==> config.mk <==
export PLATFORM = sky130hd
export DESIGN_NAME = round_robin_ticket_queue_unit_flat
export DESIGN_NICKNAME = d
export VERILOG_FILES = /design/src/rtl/core/rrtq_pkg.sv /design/src/rtl/core/rrtq_in_if.sv /design/src/rtl/core/rrtq_out_if.sv /design/src/rtl/core/rrtq_ram.sv /design/src/rtl/core/rrtq_ctrl.sv /design/src/rtl/core/round_robin_ticket_queue_unit.sv /design/src/flat_wrapper.sv
export VERILOG_INCLUDE_DIRS = /design/src /design/src/rtl/core
export SDC_FILE = /design/constraint.sdc
export NUM_CORES = 2
export LEC_CHECK = 0
export ABC_CLOCK_PERIOD_IN_PS = 15300
export BUFFER_PORTS_ARGS = -buffer_cell sky130_fd_sc_hd__buf_2
export CORE_MARGIN = 5
export CORE_UTILIZATION = 35
export CTS_CLUSTER_SIZE = 25
export DETAILED_ROUTE_END_ITERATION = 8
export PLACE_DENSITY = 0.49
export SYNTH_ARGS = -nofsm -noshare
export SYNTH_HDL_FRONTEND = slang
export SYNTH_SLANG_ARGS = --single-unit
==> constraint.sdc <==
create_clock -name clk -period 15.3 [get_ports clk]
set_input_delay 2.295 -clock clk [delete_from_list [all_inputs] [get_ports clk]]
set_output_delay 2.295 -clock clk [all_outputs]
set_load 0.02 [all_outputs]
==> src/rtl/core/round_robin_ticket_queue_unit_macros.svh <==
// Assertion macros for the round-robin ticket queue unit.
// Self-contained; taken in by the top level through an include.
`ifndef ROUND_ROBIN_TICKET_QUEUE_UNIT_MACROS_SVH
`define ROUND_ROBIN_TICKET_QUEUE_UNIT_MACROS_SVH

// Check a condition in the same cycle as its trigger.
`define RRTQ_ASSERT_NOW(lbl, clk, rstn, ante, cons, msg) \
    lbl: assert property (@(posedge clk) disable iff (!rstn) (ante) |-> (cons)) \
        else $error(msg);

// Check a condition in the cycle after its trigger.
`define RRTQ_ASSERT_NEXT(lbl, clk, rstn, ante, cons, msg) \
    lbl: assert property (@(posedge clk) disable iff (!rstn) (ante) |=> (cons)) \
        else $error(msg);

`endif

==> src/rtl/core/rrtq_pkg.sv <==
// Shared types and constants for the round-robin ticket queue unit.
// No dependencies; compile first.
package rrtq_pkg;

    localparam int ID_W            = 16;
    localparam int TK_W            = 8;
    localparam int ST_W            = 3;
    localparam int QUEUE_DEPTH_DEF = 64;

    typedef enum logic [ST_W-1:0] {
        ST_ENTERED  = 3'd0,
        ST_FULL     = 3'd1,
        ST_REQUEUED = 3'd2,
        ST_REMOVED  = 3'd3,
        ST_EMPTY    = 3'd4
    } status_t;

    typedef enum logic {
        CMD_ENTER = 1'b0,
        CMD_SERVE = 1'b1
    } cmd_t;

    typedef struct packed {
        logic [ID_W-1:0] id;
        logic [TK_W-1:0] tickets;
    } entry_t;

    typedef struct packed {
        cmd_t            cmd;
        logic [ID_W-1:0] customer_id;
        logic [TK_W-1:0] ticket_count;
    } item_t;

    typedef struct packed {
        status_t         status;
        logic [ID_W-1:0] served_id;
        logic [TK_W-1:0] served_left;
        logic            head_valid;
        logic [ID_W-1:0] head_id;
        logic [TK_W-1:0] head_tickets;
    } result_t;

endpackage

==> src/rtl/core/rrtq_in_if.sv <==
// Request channel interface: valid/ready plus one queue command.
// Depends on rrtq_pkg.
interface rrtq_in_if;
    import rrtq_pkg::*;

    logic            valid;
    logic            ready;
    logic            cmd;
    logic [ID_W-1:0] customer_id;
    logic [TK_W-1:0] ticket_count;

    modport source (output valid, output cmd, output customer_id, output ticket_count,
                    input ready);
    modport sink   (input valid, input cmd, input customer_id, input ticket_count,
                    output ready);
endinterface

==> src/rtl/core/rrtq_out_if.sv <==
// Result channel interface: valid/ready plus one queue result.
// Depends on rrtq_pkg; occupancy width follows the queue depth.
interface rrtq_out_if #(
    parameter int OCC_W = $clog2(rrtq_pkg::QUEUE_DEPTH_DEF + 1)
);
    import rrtq_pkg::*;

    logic             valid;
    logic             ready;
    status_t          status;
    logic [ID_W-1:0]  served_id;
    logic [TK_W-1:0]  served_left;
    logic             head_valid;
    logic [ID_W-1:0]  head_id;
    logic [TK_W-1:0]  head_tickets;
    logic [OCC_W-1:0] occupancy;

    modport source (output valid, output status, output served_id, output served_left,
                    output head_valid, output head_id, output head_tickets,
                    output occupancy, input ready);
    modport sink   (input valid, input status, input served_id, input served_left,
                    input head_valid, input head_id, input head_tickets,
                    input occupancy, output ready);
endinterface

==> src/rtl/core/rrtq_ram.sv <==
// Generic single-write, single-read RAM with registered read data.
// No dependencies.
module rrtq_ram #(
    parameter int WIDTH = 8,
    parameter int DEPTH = 64
) (
    input  logic                     clk,
    input  logic                     wr_en,
    input  logic [$clog2(DEPTH)-1:0] wr_addr,
    input  logic [WIDTH-1:0]         wr_data,
    input  logic [$clog2(DEPTH)-1:0] rd_addr,
    output logic [WIDTH-1:0]         rd_data
);
    logic [WIDTH-1:0] mem_reg [DEPTH];
    logic [WIDTH-1:0] rd_data_reg;

    // read returns the contents before a same-edge write
    always_ff @(posedge clk)
    begin
        if (wr_en)
        begin
            mem_reg[wr_addr] <= wr_data;
        end
        rd_data_reg <= mem_reg[rd_addr];
    end

    assign rd_data = rd_data_reg;
endmodule

==> src/rtl/core/rrtq_ctrl.sv <==
// Queue state, head prefetch and single-pass command step.
// Depends on rrtq_pkg and rrtq_ram.
module rrtq_ctrl #(
    parameter int QUEUE_DEPTH = rrtq_pkg::QUEUE_DEPTH_DEF
) (
    input  logic                              clk,
    input  logic                              rst_n,
    input  logic                              take,
    input  rrtq_pkg::item_t                   item,
    output rrtq_pkg::result_t                 res,
    output logic [$clog2(QUEUE_DEPTH+1)-1:0]  occ_next,
    output logic [$clog2(QUEUE_DEPTH+1)-1:0]  occ
);
    import rrtq_pkg::*;

    localparam int PW = $clog2(QUEUE_DEPTH);
    localparam int CW = $clog2(QUEUE_DEPTH + 1);

    function automatic logic [PW-1:0] ptr_inc(input logic [PW-1:0] p);
        if (p == PW'(QUEUE_DEPTH - 1))
        begin
            return '0;
        end
        return p + PW'(1);
    endfunction

    logic [PW-1:0] rp_reg, rp_next;
    logic [PW-1:0] wp_reg, wp_next;
    logic [CW-1:0] count_reg, count_next;
    entry_t        head_reg, head_next;
    logic          byp_valid_reg, byp_valid_next;
    entry_t        byp_data_reg;

    logic          wr_en;
    entry_t        wr_data;
    logic [PW-1:0] rd_addr;
    entry_t        rd_data;
    entry_t        second;
    logic [TK_W-1:0] left;

    rrtq_ram #(
        .WIDTH ($bits(entry_t)),
        .DEPTH (QUEUE_DEPTH)
    ) u_store (
        .clk     (clk),
        .wr_en   (wr_en),
        .wr_addr (wp_reg),
        .wr_data (wr_data),
        .rd_addr (rd_addr),
        .rd_data (rd_data)
    );

    // entry behind the head; take the bypass when it was written at the read edge
    assign second = byp_valid_reg ? byp_data_reg : rd_data;
    assign left   = head_reg.tickets - TK_W'(1);

    always_comb
    begin
        rp_next         = rp_reg;
        wp_next         = wp_reg;
        count_next      = count_reg;
        head_next       = head_reg;
        wr_en           = 1'b0;
        wr_data.id      = item.customer_id;
        wr_data.tickets = item.ticket_count;
        res.status      = ST_EMPTY;
        res.served_id   = '0;
        res.served_left = '0;
        if (take)
        begin
            if (item.cmd == CMD_ENTER)
            begin
                if (count_reg == CW'(QUEUE_DEPTH))
                begin
                    res.status = ST_FULL;
                end
                else
                begin
                    wr_en      = 1'b1;
                    wp_next    = ptr_inc(wp_reg);
                    count_next = count_reg + CW'(1);
                    res.status = ST_ENTERED;
                    if (count_reg == '0)
                    begin
                        head_next = wr_data;
                    end
                end
            end
            else if (count_reg != '0)
            begin
                res.served_id = head_reg.id;
                rp_next       = ptr_inc(rp_reg);
                if (head_reg.tickets <= TK_W'(1))
                begin
                    res.status = ST_REMOVED;
                    count_next = count_reg - CW'(1);
                    head_next  = second;
                end
                else
                begin
                    // requeue at the tail; the freed head slot keeps room for it
                    wr_en           = 1'b1;
                    wr_data.id      = head_reg.id;
                    wr_data.tickets = left;
                    wp_next         = ptr_inc(wp_reg);
                    res.status      = ST_REQUEUED;
                    res.served_left = left;
                    head_next       = (count_reg == CW'(1)) ? wr_data : second;
                end
            end
        end
        res.head_valid   = (count_next != '0);
        res.head_id      = res.head_valid ? head_next.id : '0;
        res.head_tickets = res.head_valid ? head_next.tickets : '0;
    end

    assign rd_addr        = ptr_inc(rp_next);
    assign byp_valid_next = wr_en && (wp_reg == rd_addr);

    always_ff @(posedge clk or negedge rst_n)
    begin
        if (!rst_n)
        begin
            rp_reg        <= '0;
            wp_reg        <= '0;
            count_reg     <= '0;
            byp_valid_reg <= 1'b0;
        end
        else
        begin
            rp_reg        <= rp_next;
            wp_reg        <= wp_next;
            count_reg     <= count_next;
            byp_valid_reg <= byp_valid_next;
        end
    end

    always_ff @(posedge clk)
    begin
        head_reg     <= head_next;
        byp_data_reg <= wr_data;
    end

    assign occ_next = count_next;
    assign occ      = count_reg;
endmodule

==> src/rtl/core/round_robin_ticket_queue_unit.sv <==
// Top level of the round-robin ticket queue unit: handshake and result register.
// Depends on rrtq_pkg, rrtq_in_if, rrtq_out_if, rrtq_ctrl and the macros header.
//
//  channel | dir | modport | payload
//  --------+-----+---------+------------------------------------------------------
//  req     | in  | sink    | cmd, customer_id, ticket_count
//  rsp     | out | source  | status, served_id, served_left, head_valid, head_id,
//          |     |         | head_tickets, occupancy
//
// One transfer in per cycle and one result per transfer, shown the cycle after.
// The step runs in a single pass against the head register and a RAM read of
// the entry behind the head, issued ahead of its use, with a write bypass.
// Reset empties the queue at once; the entry store needs no clearing.
// While a result waits untaken, req.ready drops; it holds high otherwise.
`include "round_robin_ticket_queue_unit_macros.svh"

module round_robin_ticket_queue_unit #(
    parameter int QUEUE_DEPTH = rrtq_pkg::QUEUE_DEPTH_DEF
) (
    input  logic       clk,
    input  logic       rst_n,
    rrtq_in_if.sink    req,
    rrtq_out_if.source rsp
);
    import rrtq_pkg::*;

    localparam int CW = $clog2(QUEUE_DEPTH + 1);

    logic          take;
    item_t         item;
    result_t       res;
    logic [CW-1:0] occ_next;
    logic [CW-1:0] occ;

    logic          rsp_valid_reg, rsp_valid_next;
    result_t       res_reg;
    logic [CW-1:0] occ_reg;

    // accept when the result register is empty or being drained this cycle
    assign req.ready = !rsp_valid_reg || rsp.ready;
    assign take      = req.valid && req.ready;

    assign item.cmd          = cmd_t'(req.cmd);
    assign item.customer_id  = req.customer_id;
    assign item.ticket_count = req.ticket_count;

    rrtq_ctrl #(
        .QUEUE_DEPTH (QUEUE_DEPTH)
    ) u_ctrl (
        .clk      (clk),
        .rst_n    (rst_n),
        .take     (take),
        .item     (item),
        .res      (res),
        .occ_next (occ_next),
        .occ      (occ)
    );

    always_comb
    begin
        rsp_valid_next = rsp_valid_reg;
        if (take)
        begin
            rsp_valid_next = 1'b1;
        end
        else if (rsp.ready)
        begin
            rsp_valid_next = 1'b0;
        end
    end

    always_ff @(posedge clk or negedge rst_n)
    begin
        if (!rst_n)
        begin
            rsp_valid_reg <= 1'b0;
        end
        else
        begin
            rsp_valid_reg <= rsp_valid_next;
        end
    end

    // load the result with each transfer in; hold it otherwise
    always_ff @(posedge clk)
    begin
        if (take)
        begin
            res_reg <= res;
            occ_reg <= occ_next;
        end
    end

    assign rsp.valid        = rsp_valid_reg;
    assign rsp.status       = res_reg.status;
    assign rsp.served_id    = res_reg.served_id;
    assign rsp.served_left  = res_reg.served_left;
    assign rsp.head_valid   = res_reg.head_valid;
    assign rsp.head_id      = res_reg.head_id;
    assign rsp.head_tickets = res_reg.head_tickets;
    assign rsp.occupancy    = occ_reg;

    // head flag must agree with the reported occupancy
    `RRTQ_ASSERT_NOW(a_head_vs_occ, clk, rst_n, rsp_valid_reg,
        res_reg.head_valid == (occ_reg != '0),
        "head_valid disagrees with occupancy")
    // a serve on an empty queue reports empty
    `RRTQ_ASSERT_NEXT(a_serve_empty, clk, rst_n,
        take && item.cmd == CMD_SERVE && occ == '0,
        rsp_valid_reg && res_reg.status == ST_EMPTY,
        "serve on empty queue not reported empty")
    // an enter on a full queue is rejected and leaves the count alone
    `RRTQ_ASSERT_NEXT(a_enter_full, clk, rst_n,
        take && item.cmd == CMD_ENTER && occ == CW'(QUEUE_DEPTH),
        res_reg.status == ST_FULL && occ == CW'(QUEUE_DEPTH),
        "enter on full queue not rejected")
    // a requeued requester always has tickets left
    `RRTQ_ASSERT_NOW(a_requeue_left, clk, rst_n,
        rsp_valid_reg && res_reg.status == ST_REQUEUED,
        res_reg.served_left != '0 && res_reg.head_valid,
        "requeue with no tickets left")
endmodule
==> src/flat_wrapper.sv <==
// flat-port wrapper written by rule: the top's interface ports become plain ports
module round_robin_ticket_queue_unit_flat import rrtq_pkg::*;
#(
    parameter int QUEUE_DEPTH = rrtq_pkg::QUEUE_DEPTH_DEF
)
  (clk, rst_n, req_valid, req_cmd, req_customer_id, req_ticket_count, req_ready, rsp_valid, rsp_status, rsp_served_id, rsp_served_left, rsp_head_valid, rsp_head_id, rsp_head_tickets, rsp_occupancy, rsp_ready);
  rrtq_in_if req_i ();
  rrtq_out_if rsp_i ();
  input  logic clk;
  input  logic rst_n;
  input wire logic [$bits(req_i.valid)-1:0] req_valid;
  input wire logic [$bits(req_i.cmd)-1:0] req_cmd;
  input wire logic [$bits(req_i.customer_id)-1:0] req_customer_id;
  input wire logic [$bits(req_i.ticket_count)-1:0] req_ticket_count;
  output wire logic [$bits(req_i.ready)-1:0] req_ready;
  output wire logic [$bits(rsp_i.valid)-1:0] rsp_valid;
  output wire logic [$bits(rsp_i.status)-1:0] rsp_status;
  output wire logic [$bits(rsp_i.served_id)-1:0] rsp_served_id;
  output wire logic [$bits(rsp_i.served_left)-1:0] rsp_served_left;
  output wire logic [$bits(rsp_i.head_valid)-1:0] rsp_head_valid;
  output wire logic [$bits(rsp_i.head_id)-1:0] rsp_head_id;
  output wire logic [$bits(rsp_i.head_tickets)-1:0] rsp_head_tickets;
  output wire logic [$bits(rsp_i.occupancy)-1:0] rsp_occupancy;
  input wire logic [$bits(rsp_i.ready)-1:0] rsp_ready;
  assign req_i.valid = req_valid;
  assign req_i.cmd = req_cmd;
  assign req_i.customer_id = req_customer_id;
  assign req_i.ticket_count = req_ticket_count;
  assign req_ready = req_i.ready;
  assign rsp_valid = rsp_i.valid;
  assign rsp_status = rsp_i.status;
  assign rsp_served_id = rsp_i.served_id;
  assign rsp_served_left = rsp_i.served_left;
  assign rsp_head_valid = rsp_i.head_valid;
  assign rsp_head_id = rsp_i.head_id;
  assign rsp_head_tickets = rsp_i.head_tickets;
  assign rsp_occupancy = rsp_i.occupancy;
  assign rsp_i.ready = rsp_ready;
  round_robin_ticket_queue_unit #(.QUEUE_DEPTH(QUEUE_DEPTH)) u_core (.clk(clk), .rst_n(rst_n), .req(req_i), .rsp(rsp_i));
endmodule
Word-level counts from Yosys, hierarchy flattened
Memories as Yosys holds them, arrays and structs flattened. A register that Yosys moved wholly into a read port is not among the register bits.
Index checks and enable logic that the tools add are counted.
{"block": "classes", "add_sub_neg": 6, "magnitude_cmp": 1, "eq_ne": 9, "muxes": 58, "n_bitwise": 2, "n_reduce_logical": 11}
{"operator": "two-way mux 24 bit", "n": 12}
{"operator": "two-way mux 6 bit", "n": 14}
{"operator": "two-way mux 7 bit", "n": 5}
{"operator": "two-way mux 27 bit", "n": 1}
{"operator": "two-way mux 1 bit", "n": 24}
{"operator": "adder 6 x 1 -> 6 bit (second input constant)", "n": 3}
{"operator": "equality test 6 bit (second input constant)", "n": 3}
{"operator": "nonzero test 7 bit", "n": 2}
{"operator": "less-or-equal comparator 8 x 1 -> 1 bit (second input constant)", "n": 1}
{"operator": "two-way mux 8 bit", "n": 1}
{"operator": "subtractor 8 x 1 -> 8 bit (second input constant)", "n": 1}
{"operator": "adder 7 x 1 -> 7 bit (second input constant)", "n": 1}
{"operator": "equality test 7 x 1 -> 1 bit (second input constant)", "n": 1}
{"operator": "equality test 7 bit (second input constant)", "n": 1}
{"operator": "zero test 7 bit", "n": 1}
{"operator": "subtractor 7 x 1 -> 7 bit (second input constant)", "n": 1}
{"operator": "equality test 6 bit", "n": 1}
{"operator": "inequality test 2 bit (second input constant)", "n": 2}
{"operator": "AND reduction 4 bit", "n": 1}
{"operator": "two-way mux 3 bit", "n": 1}
{"operator": "OR reduction 3 bit", "n": 1}
{"operator": "logical AND 1 bit", "n": 2}
{"operator": "inequality test 2 x 1 -> 1 bit (second input constant)", "n": 1}
{"operator": "inverter 1 bit", "n": 2}
{"operator": "4 further kinds", "n": 4}
{"block": "totals", "regBits": 128, "ram_bits": 1536, "in_bits": 29, "output_inout_bits": 61, "wordCells": 104, "n_memories": 1}
{"name": "u_core.u_ctrl.u_store.mem_reg", "words": 64, "word_bits": 24, "rd": 1, "rd_ports_with_merged_regs": 1, "wr": 1, "line": "rrtq_ram.sv:14", "source": "logic [WIDTH-1:0] mem_reg [DEPTH];"}

Logic depth before layout (Yosys ltp)
{"block": "depth", "word_depth": 14, "ltp_mapped": 21, "mapped_depth_nobuf": 15}

By module
From an unflattened synthesis, not the netlist that was laid out.
{"block": "unflattened", "cells_unflattened": 3224, "area_unflattened_um2": 65597.9}
{"module": "rrtq_ram", "instances": 1, "cells_per_inst": 2610, "area_each_um2": 59295.6}
{"module": "rrtq_ctrl", "instances": 1, "cells_per_inst": 551, "area_each_um2": 4476.8}
{"module": "round_robin_ticket_queue_unit", "instances": 1, "cells_per_inst": 63, "area_each_um2": 1825.5}

Worst setup path before layout
No wires, ideal clock.
{"block": "synth_timing", "path_kind": "input port to flip-flop", "startpoint": "in rsp_ready", "endpoint": "mem u_core.u_ctrl.u_store.mem_reg[0][0] (netlist bit), data pin", "arrival_time_ns": 6.055, "required_ns": 14.591, "path_slack_ns": 8.536, "stages": 7, "n_path_buf": 3, "cell_sequence": "nand2b_1 -> clkbuf_1 -> o2111a_1 -> buf_2 -> nand2_1 -> clkbuf_1 -> o21ai_0"}
{"block": "synth_between", "elab_chain_len": 3}
{"element": "from (decl)", "line": "flat_wrapper.sv:24", "source": "input wire logic [$bits(rsp_i.ready)-1:0] rsp_ready;"}
{"element": "logical OR 1 bit", "line": "round_robin_ticket_queue_unit.sv:40", "source": "assign req.ready = !rsp_valid_reg || rsp.ready;"}
{"element": "via req_ready", "line": "flat_wrapper.sv:15", "source": "output wire logic [$bits(req_i.ready)-1:0] req_ready;"}
{"element": "logical AND 1 bit", "line": "round_robin_ticket_queue_unit.sv:41", "source": "assign take = req.valid && req.ready;"}
{"element": "two-way mux 24 bit", "line": "rrtq_ctrl.sv:69", "source": "if (take)"}
{"element": "via u_core.u_ctrl.u_store.wr_data[0]", "line": "rrtq_ram.sv:10", "source": "input logic [WIDTH-1:0] wr_data,"}
{"element": "to (decl)", "line": "rrtq_ram.sv:14"}
The timed path passes the listed nets, and every way through them passes these cells.

Worst setup path after layout
{"block": "layout_timing", "startpoint": "in req_cmd", "endpoint": "reg u_core.u_ctrl.u_store.rd_data_reg[19] (netlist: u_core.u_ctrl.u_store.rd_data[19]) (read register of u_core.u_ctrl.u_store.mem_reg)"}
{"block": "layout_between", "elab_chain_len": 5}
{"element": "from (decl)", "line": "flat_wrapper.sv:12", "source": "input wire logic [$bits(req_i.cmd)-1:0] req_cmd;"}
{"element": "two-way mux 6 bit (*)", "line": "rrtq_ctrl.sv:71", "source": "if (item.cmd == CMD_ENTER)"}
{"element": "two-way mux 6 bit (*)", "line": "rrtq_ctrl.sv:69"}
{"element": "via u_core.u_ctrl.rp_next[0]", "line": "rrtq_ctrl.sv:27", "source": "logic [PW-1:0] rp_reg, rp_next;"}
{"element": "parallel branches: the longest is 2 deep, another holds adder 6 x 1 -> 6 bit"}
{"element": "two-way mux 6 bit (*)", "line": "rrtq_ctrl.sv:24", "source": "return p + PW'(1);"}
{"element": "to (decl)", "line": "rrtq_ram.sv:15", "source": "logic [WIDTH-1:0] rd_data_reg;"}
Mark *: on every way through the listed nets, which the timed path passes.
A chain may end at the register's enable or synchronous reset.

==> results.toml <==
[timing]
worst_slew_pin_slew_ps = 1230
min_period_ps = 8400
setup_tns_ps = 0
setup_violations = 0
finalHoldViolations = 0
finalClockSkew_ps = 41.2
maxSlewViolCount = 0
fmax_mhz = 119
relSlewSlack = 0.161
rsz0062_at_grt = "false"
whs_ps = 513
fin_crit_sh = 0.549

[clock_network]
cts.sinks = 1688
cts_tree = "yes"
clk_path_buf_depth = 3
postCtsSetupBuffers = 0
cts-resized-gates = 0
cts-buffers-inserted = 175
cts_hold_buf = 0
cts_root_buf = "clkbuf_16"
htreeDepth = 4
clk_latency_ps = 830
clk_pin_slew_ps = 60

[cells_and_area]
fillCellCount = 17500
largest_reg_flops = 1536
final_core_util = 0.401
layout_commonest_cell = "edfxtp_1"
layout.nets = 5039
drive_above_1_share = 0.117
final_cell_mix = "1,595 x edfxtp_1, 1,379 x nand2_1, 454 x nand3_1, 177 x clkbuf_16, 165 x a31oi_1"
fin_area_um2 = 75400
syn_to_final_growth_pct = 14.1

[detailed_routing]
drtAntennaViolNets = 0
drc_errors = 0
wire_per_inst_um = 27.2
viasPerCell = 5.40
firstDrtPassIters = 6
vias = 41300
wl_um = 208000
drt_iter0_drc = 4466

[critical_path]
worstSetupPathType = "in2reg"
worstPathArrival_ps = 9120
cp_slowest_stage_delay_ps = 810
timing.critical_path.buf_inv = 4
cp_cell_sequence = "buf_2 > buf_4 > o2111a_1 > xnor2_2 > nor2_2 > ha_2 > a21boi_1 > a21o_4 > buf_4 > buf_4 > mux2i_1 > a32o_1 > nor3_1 > a31oi_1 > nand4_1 > and3_1"
required_ps = 16030
cpMaxStageDelayCell = "buf_4"
cp-end-kind = "flop"
startpoint_type = "input pin"
path_max_fanout = 72
crit_top_cell = "buf_4"
crit_family = "compound AO/OA/AOI/OAI gates"

[yosys]
yosysWarnings = 0
synth_top_area_share = 0.725
syn-cell-area_um2 = 66000
synth_top_area_cell = "edfxtp_1"
syn_area_per_cell_um2 = 13.5
synth-edff-count = 1595
async_flop_share = 0.0124
syn-instance-count = 4898
ys_types = 75
synth_nets = 4935
synthTopCellsByArea = "edfxtp_1 73%, nand2_1 7.9%, nand3_1 3.4%"
synth.yosys.seq_area_share = 0.755
ys_ff_latch = 1688
synth_ff_type = "edfxtp_1"

[placed_design]
hpwl_um = 112000
dpl_cell_area_um2 = 69800
place_congestion = 0.798
port_buffers = 89

[die]
start_util = 0.352
die_w_um = 444
pin_count = 90
dieArea_um2 = 197000
core_area_um2 = 188000
num_rows = 159
die_y_um = 444

[power]
p_leak_nw = 25.2
power.density_nw_per_um2 = 208
power.total_mw = 15.6
ir_worst_vdd_uv = 216

[global_routing]
grt.total_usage = 0.206
antenna_found_initial = 16
grt_pass1_vias = 39600
overflow = 0
grt_pass1_wl_um = 296000
grt_max_degree = 148

[job]
max_cap_viol_count = 0

[worst_hold_path]
hold_path.class = "reg2reg"

[status]
outcome = "completed"
==> path summary, 6_finish.rpt <==
| path | from | endpoint | slack, ps | depth (start not counted) |
|---|---|---|---|---|
| max | req_cmd | u_core.u_ctrl.u_store.rd_data[19] | 6900 | 16 |
| min | u_core.u_ctrl.head_reg[15] | u_core.u_ctrl.head_reg[15] | 510 | 2 |
| max reg2reg | u_core.u_ctrl.occ[4] | u_core.u_ctrl.u_store.rd_data[19] | 7600 | 15 |
| min reg2reg | u_core.u_ctrl.head_reg[15] | u_core.u_ctrl.head_reg[15] | 510 | 2 |
| max in group asynchronous | rst_n | u_core.u_ctrl.byp_valid_reg | 13390 | 1 |
| min in group asynchronous | rst_n | u_core.u_ctrl.wp_reg[5] | 1490 | 1 |
==> report_power, final <==
part / switching, mW / internal, mW
Combinational: 4.36 / 1.48
Sequential: 0.194 / 5.43
Clock: 1.81 / 2.36
Total: 6.37 / 9.28
==> per-layer routing <==
metal,global-route usage,part of all wire
met1,0.298,0.45
met2,0.324,0.46
met4,0.0530,0.023
met3,0.0359,0.072
met5,0,0.00011
==> worst reg2reg max path: stages, from the launching register on <==
cell      delay (ps)
dfrtp_1          440
or4_1            650
o2111a_1         480
and3_1           390
nor2_2           460
ha_2             330
a21boi_1         710
a21o_4           640
buf_4            730
buf_4            890
mux2i_1          360
a32o_1           140
nor3_1            60
a31oi_1          460
nand4_1          480
and3_1           380
==> cells by family (layout without fill, tap and decap cells) <==
kind of cell             count (synthesis)  after routing  synth area share
XOR/XNOR                                22             22           0.00368
adder cells (fa/ha/maj)                  8              8           0.00152
flip-flops                            1688           1688             0.755
other                                    0              8                 0
multiplexers                           132            132            0.0227
buffers and inverters                  317            564            0.0213
AND/OR/NAND/NOR                       2264           2264             0.149
AO/OA/AOI/OAI                          467            467            0.0472
==> synthesized netlist by cell type, types with 10 or more instances <==
cell type / number
mux4_2: 14
nand2_1: 1396
nor3_1: 20
xnor2_1: 14
o22ai_1: 10
o221ai_1: 16
o21ai_0: 41
a32oi_1: 23
a22oi_1: 19
a31oi_1: 165
edfxtp_1: 1595
inv_1: 10
dfrtp_1: 21
nand4_1: 155
nand3_1: 454
buf_2: 102
dfxtp_1: 72
and3_1: 46
nor2_1: 121
mux2i_1: 117
a32o_1: 25
buf_4: 17
and2_1: 28
clkbuf_1: 164
buf_1: 19
a21oi_1: 99
==> stage by stage <==
step / cells / worst slack [ps]
after global routing: 7646 / 6330
after floorplan: 4898 / 8540
final: 7648 / 6900
after detailed placement: 7320 / 6000
after global placement: 7319 / 6110
after CTS: 7640 / 6900
==> final cells by class <==
class	instances	area (um^2)	share of cell area
Sequential cell	1688	49900	0.661
Multi-Input combinational cell	2893	15200	0.201
Clock buffer	246	4820	0.0639
Tap cell	2495	3120	0.0414
Timing Repair Buffer	232	1580	0.0209
Clock inverter	74	776	0.0103
Inverter	12	45.0	0.000598
Antenna cell	8	20.0	0.000266
No activity file was read; power rests on OpenSTA's default activity.
